## src/hw/rtl/lobm_if.sv

```systemverilog


interface lobm_out_if;
  logic        valid;
  logic        ready;
  logic [2:0]  status;
  logic [30:0] trade_quantity;
  logic [15:0] trade_price;
  logic [31:0] buyer_id;
  logic [31:0] seller_id;
  logic        last;
  modport source(output valid, status, trade_quantity, trade_price, buyer_id, seller_id, last,
                 input ready);
  modport sink(input valid, status, trade_quantity, trade_price, buyer_id, seller_id, last,
               output ready);
endinterface

```

## src/hw/rtl/lobm_outreg.sv

```systemverilog
`timescale 1ns / 1ps
module lobm_outreg (
  input logic clk,
  input logic rst_n,
  lobm_out_if.sink   up,
  lobm_out_if.source down
);
  logic        vld_r;
  logic [2:0]  status_r;
  logic [30:0] qty_r;
  logic [15:0] px_r;
  logic [31:0] bid_r;
  logic [31:0] sid_r;
  logic        last_r;

  assign up.ready = !vld_r || down.ready;

  always_ff @(posedge clk) begin
    if (!rst_n) begin
      vld_r <= 1'b0;
    end else if (up.valid && up.ready) begin
      vld_r <= 1'b1;
    end else if (down.ready) begin
      vld_r <= 1'b0;
    end
    if (up.valid && up.ready) begin
      status_r <= up.status;
      qty_r    <= up.trade_quantity;
      px_r     <= up.trade_price;
      bid_r    <= up.buyer_id;
      sid_r    <= up.seller_id;
      last_r   <= up.last;
    end
  end

  assign down.valid          = vld_r;
  assign down.status         = status_r;
  assign down.trade_quantity = qty_r;
  assign down.trade_price    = px_r;
  assign down.buyer_id       = bid_r;
  assign down.seller_id      = sid_r;
  assign down.last           = last_r;
endmodule

```

## src/flat_wrapper.sv

```systemverilog
// flat-port wrapper written by rule: the top's interface ports become plain ports
module lobm_outreg_flat 
  (clk, rst_n, up_valid, up_status, up_trade_quantity, up_trade_price, up_buyer_id, up_seller_id, up_last, up_ready, down_valid, down_status, down_trade_quantity, down_trade_price, down_buyer_id, down_seller_id, down_last, down_ready);
  lobm_out_if up_i ();
  lobm_out_if down_i ();
  input logic clk;
  input logic rst_n;
  input wire logic [$bits(up_i.valid)-1:0] up_valid;
  input wire logic [$bits(up_i.status)-1:0] up_status;
  input wire logic [$bits(up_i.trade_quantity)-1:0] up_trade_quantity;
  input wire logic [$bits(up_i.trade_price)-1:0] up_trade_price;
  input wire logic [$bits(up_i.buyer_id)-1:0] up_buyer_id;
  input wire logic [$bits(up_i.seller_id)-1:0] up_seller_id;
  input wire logic [$bits(up_i.last)-1:0] up_last;
  output wire logic [$bits(up_i.ready)-1:0] up_ready;
  output wire logic [$bits(down_i.valid)-1:0] down_valid;
  output wire logic [$bits(down_i.status)-1:0] down_status;
  output wire logic [$bits(down_i.trade_quantity)-1:0] down_trade_quantity;
  output wire logic [$bits(down_i.trade_price)-1:0] down_trade_price;
  output wire logic [$bits(down_i.buyer_id)-1:0] down_buyer_id;
  output wire logic [$bits(down_i.seller_id)-1:0] down_seller_id;
  output wire logic [$bits(down_i.last)-1:0] down_last;
  input wire logic [$bits(down_i.ready)-1:0] down_ready;
  assign up_i.valid = up_valid;
  assign up_i.status = up_status;
  assign up_i.trade_quantity = up_trade_quantity;
  assign up_i.trade_price = up_trade_price;
  assign up_i.buyer_id = up_buyer_id;
  assign up_i.seller_id = up_seller_id;
  assign up_i.last = up_last;
  assign up_ready = up_i.ready;
  assign down_valid = down_i.valid;
  assign down_status = down_i.status;
  assign down_trade_quantity = down_i.trade_quantity;
  assign down_trade_price = down_i.trade_price;
  assign down_buyer_id = down_i.buyer_id;
  assign down_seller_id = down_i.seller_id;
  assign down_last = down_i.last;
  assign down_i.ready = down_ready;
  lobm_outreg u_core (.clk(clk), .rst_n(rst_n), .up(up_i), .down(down_i));
endmodule
```

## config.mk

```make
export PLATFORM = sky130hd
export DESIGN_NAME = lobm_outreg_flat
export DESIGN_NICKNAME = d
export VERILOG_FILES = /design/src/hw/rtl/lobm_if.sv /design/src/hw/rtl/lobm_outreg.sv /design/src/flat_wrapper.sv
export SDC_FILE = /design/constraint.sdc
export NUM_CORES = 1
export LEC_CHECK = 0
export BUFFER_PORTS_ARGS = -buffer_cell sky130_fd_sc_hd__buf_2
export CORE_MARGIN = 2
export CORE_UTILIZATION = 35
export DETAILED_ROUTE_END_ITERATION = 6
export PLACE_DENSITY = 0.83
export SYNTH_ARGS = -nofsm -noshare
export SYNTH_HDL_FRONTEND = slang
export SYNTH_SLANG_ARGS = --single-unit
```

## constraint.sdc

```tcl
create_clock -name clk -period 1.8 [get_ports clk]
set_input_delay 0.45 -clock clk [delete_from_list [all_inputs] [get_ports clk]]
set_output_delay 0.45 -clock clk [all_outputs]
set_load 0.03 [all_outputs]
```

==> results <==
- Summed over all cells, the static leakage comes to 0.00235 uW.
- The die covers 0.0108 mm2.
- The register-to-register setup slack is 570 ps.
- The final layout contains routed wiring with a total length of 7.73 mm.
- CTS placed an instance of clkbuf_8 at the clock tree root.
- Net switching is 22.8% of the power.
- The type of the worst setup path is reg -> out.
- The final route contains 2134 vias.
- The number of gates resized after cts is 0.
- The filler cells instantiated in the layout total 795.
- After floorplanning, the core was sized to cover 0.00977 mm2.
- In the final layout, flip-flops and latches occupy 0.00347 mm2.
- The worst IR drop on VDD is 0.000813 V.
- The number of antenna-violating nets in the routed design is 0.
- The minimum period implied by the final worst setup slack is 1560 ps.
- The flip-flop and latch count after synthesis is 116.
- 0 antenna diodes ended up in the layout.
- The clock network accounts for 43.7% of the total power.
- Timing analysis after detailed placement gives a worst setup slack of 329 ps.
- The final instance count without filler cells is 521.
- The area growth from synthesis to layout is 54.7%.
- 236 I/O pins were placed.
- For the worst flop-to-flop path, the logic depth is 3.
- After the first detailed-routing iteration, the DRC count stood at 72.
- In this run the most critical hold path is launched from up_trade_quantity[30].
- Measured along the y axis, the die boundary spans 104 um.
- The mean instance size in the synthesized netlist is 29.3 um2.
- Once the clock tree was built, the setup fixing pass inserted 0 buffers.
- The count of pins over their slew limit was 0.
- The final critical path takes up 86.6% of the cycle.
- Setup violations remaining at the end of the flow were counted as 0.
- The number of CTS-inserted buffers is 17.
- The launch point of the critical path is u_core.down.valid.
- The critical register-to-register path startpoint is u_core.down.valid.
- The number of optimization iterations in the first detailed-route pass is 4.
- The cell area after layout is 0.00543 mm2.
- Setup repair after global routing left no endpoint under its margin.
- The flow ran to the end, and the final reports show no timing, DRC or antenna violations.
- The kind of start point of the critical path is a register.
- The congestion estimate from routability-driven global placement came to 0.706.
- CTS saw 116 sinks.
- The number of hold-repair buffers added at the cts stage is 0.
- The deepest level of the CTS H-tree is 4.
- The first global-routing pass estimated 11.7 mm of wire.
- Static timing analysis puts the maximum clock frequency at 0.642 GHz.
- The most critical setup path has its endpoint at up_ready.
- The total count of hold-check failures in the final report is 0.
- No sink is reached through more buffers than the 2 on the longest clock path.
- The total of warnings raised by yosys is 0.
- For this run, the total global-route usage over all layers was measured as 14.6%.
- The largest net degree at the start of global routing is 60.
- Measured along the x axis, the die boundary spans 104 um.
- Summing all placed instances gives a cell area of 0.00489 mm2.
- In the final layout, the share of cells above drive strength 1 is 68.8%.
- After the last flow step, the layout net total stands at 495.
- The gate count of the mapped netlist is 120.
- The area of the multi-input gates is 33.8 um2.
- The worst endpoint required time is 1350 ps.
- The net switching power of the design is 1560 uW.
- The number of max-cap violations is 0.
- The detail-routed net length per standard cell is 14.8 um.
- The worst setup path is captured at a primary output.
- The setup TNS is 0 ps.
- The internal portion of the total power is 5310 uW.
- The worst relative slew slack is 79.3%.
- The clock reaches the later pin of the worst-skew pair after 490 ps.
- TritonCTS built the clock tree.
- The sequential share of the synthesized area is 98.9%.
- The cell area that synthesis handed to floorplanning was 0.00351 mm2.
- The site row count is 36.
- Summed over all layers, the global routing overflow is 0.
- The clock slew seen by the registers of the worst setup and hold paths is 60 ps.
- The slack of the critical path is 241 ps.
- The end of the worst register-to-register path is u_core.down.buyer_id[19].
- In this run the worst path has a maximum fanout of 3.
- For the pin with the worst max-slew slack, the measured transition is 310 ps.
- The synthesized net count is 239.
- The residual DRC count is 0.
- The number of different library cells used by synthesis comes to 6.
- The number of vias per cell is 4.10.
- The initial standard-cell utilization of the core is 35.9%.
- Counting tap cells, the placed design contains a total of 490 instances.
- The via count of the first global-routing pass came to 2243.
- The number of antenna violations at the first check in global routing is 0.
- Input and output buffers added on the ports amount to 235.
- The sequential fraction of design power is 46.6%.
- The hold slack is 133 ps.
- Clock skew on the completed layout was measured at 3.79 ps.
- The class of the most critical hold timing path is in -> reg.
- Combinational cells account for 9.7% of the total power.
- The ratio of total power to cell area is 1260 mW/mm2.
- The data arrival time at the worst-slack endpoint is 1110 ps.
-- layout make-up --
| type | instances | area share [%] |
|---|---|---|
| clock inverters | 11 | 2.07 |
| flip-flops and latches | 116 | 63.9 |
| repair buffers | 237 | 22.4 |
| clock buffers | 20 | 7.83 |
| inverters | 1 | 0.0691 |
| multi-input cells | 3 | 0.622 |
| well taps | 133 | 3.06 |
-- per-stage QoR --
stage                     total power (uW)  utilization (%)
after floorplan                       3630                -
after global placement                3910             50.1
after detailed placement              3930             50.1
after CTS                             6960             55.6
after global routing                  7140             55.6
final                                 6870             55.6
-- kinds of logic after synthesis --
family	Yosys count	share of synthesized area (%)
AO/OA/AOI/OAI	1	0.321
buffers and inverters	1	0.107
flip-flops	116	98.9
AND/OR/NAND/NOR	2	0.641
-- metal layers --
| layer | GRT usage [%] | wire [um] | up-vias |
|---|---|---|---|
| met2 | 23.4 | 3920 | 143 |
| met1 | 16.8 | 3010 | 981 |
| met3 | 6.89 | 704 | 7 |
| met5 | 0 | 0 | - |
| li1 | - | - | 1003 |
| met4 | 6.08 | 87 | 0 |
-- cell usage after synthesis --
library cell / instances / area share (%)
edfxtp_1: 115 / 98
a21boi_2: 1 / 0.32
and2_4: 1 / 0.25
dfxtp_1: 1 / 0.57
inv_1: 1 / 0.11
nand2b_4: 1 / 0.39
-- worst min path at each step --
stage,to,depth (start not counted)
after CTS,u_core.down.trade_price[4],1
after floorplan,u_core.down.buyer_id[0],0
after global placement,u_core.down.valid,2
after global routing,u_core.down.trade_quantity[30],1
final,u_core.down.trade_quantity[30],1
after detailed placement,u_core.down.valid,2
-- worst max-delay path, stage by stage, from the launching register on --
cell      delay, ps
dfxtp_1         370
nand2b_4         70
buf_2           180
-- power by group through the flow --
| stage | Sequential [uW] | Combinational (uW) | Clock [uW] |
|---|---|---|---|
| final | 3200 | 665 | 3000 |
| after global routing | 3220 | 702 | 3220 |
| after CTS | 3200 | 675 | 3080 |
| after detailed placement | 3260 | 674 | 0 |
| after global placement | 3250 | 661 | 0 |
| after floorplan | 3580 | 54.8 | 0 |
-- registers in the layout, indices dropped and copies added, names as in the netlist --
signal                      cells
u_core.down.status              3
u_core.down.last                1
u_core.down.buyer_id           32
u_core.down.seller_id          32
u_core.down.trade_quantity     31
u_core.down.trade_price        16
u_core.down.valid               1
-- layout by cell type (no fill, tap or decap), types with 2 or more instances in the layout --
cell type	Yosys	routed
clkinv_2	0	5
edfxtp_1	115	115
clkinvlp_4	0	2
buf_12	0	2
buf_2	0	235
clkbuf_1	0	3
bufinv_16	0	2
clkbuf_16	0	16
Note: power is estimated with default switching activity, not from simulation.
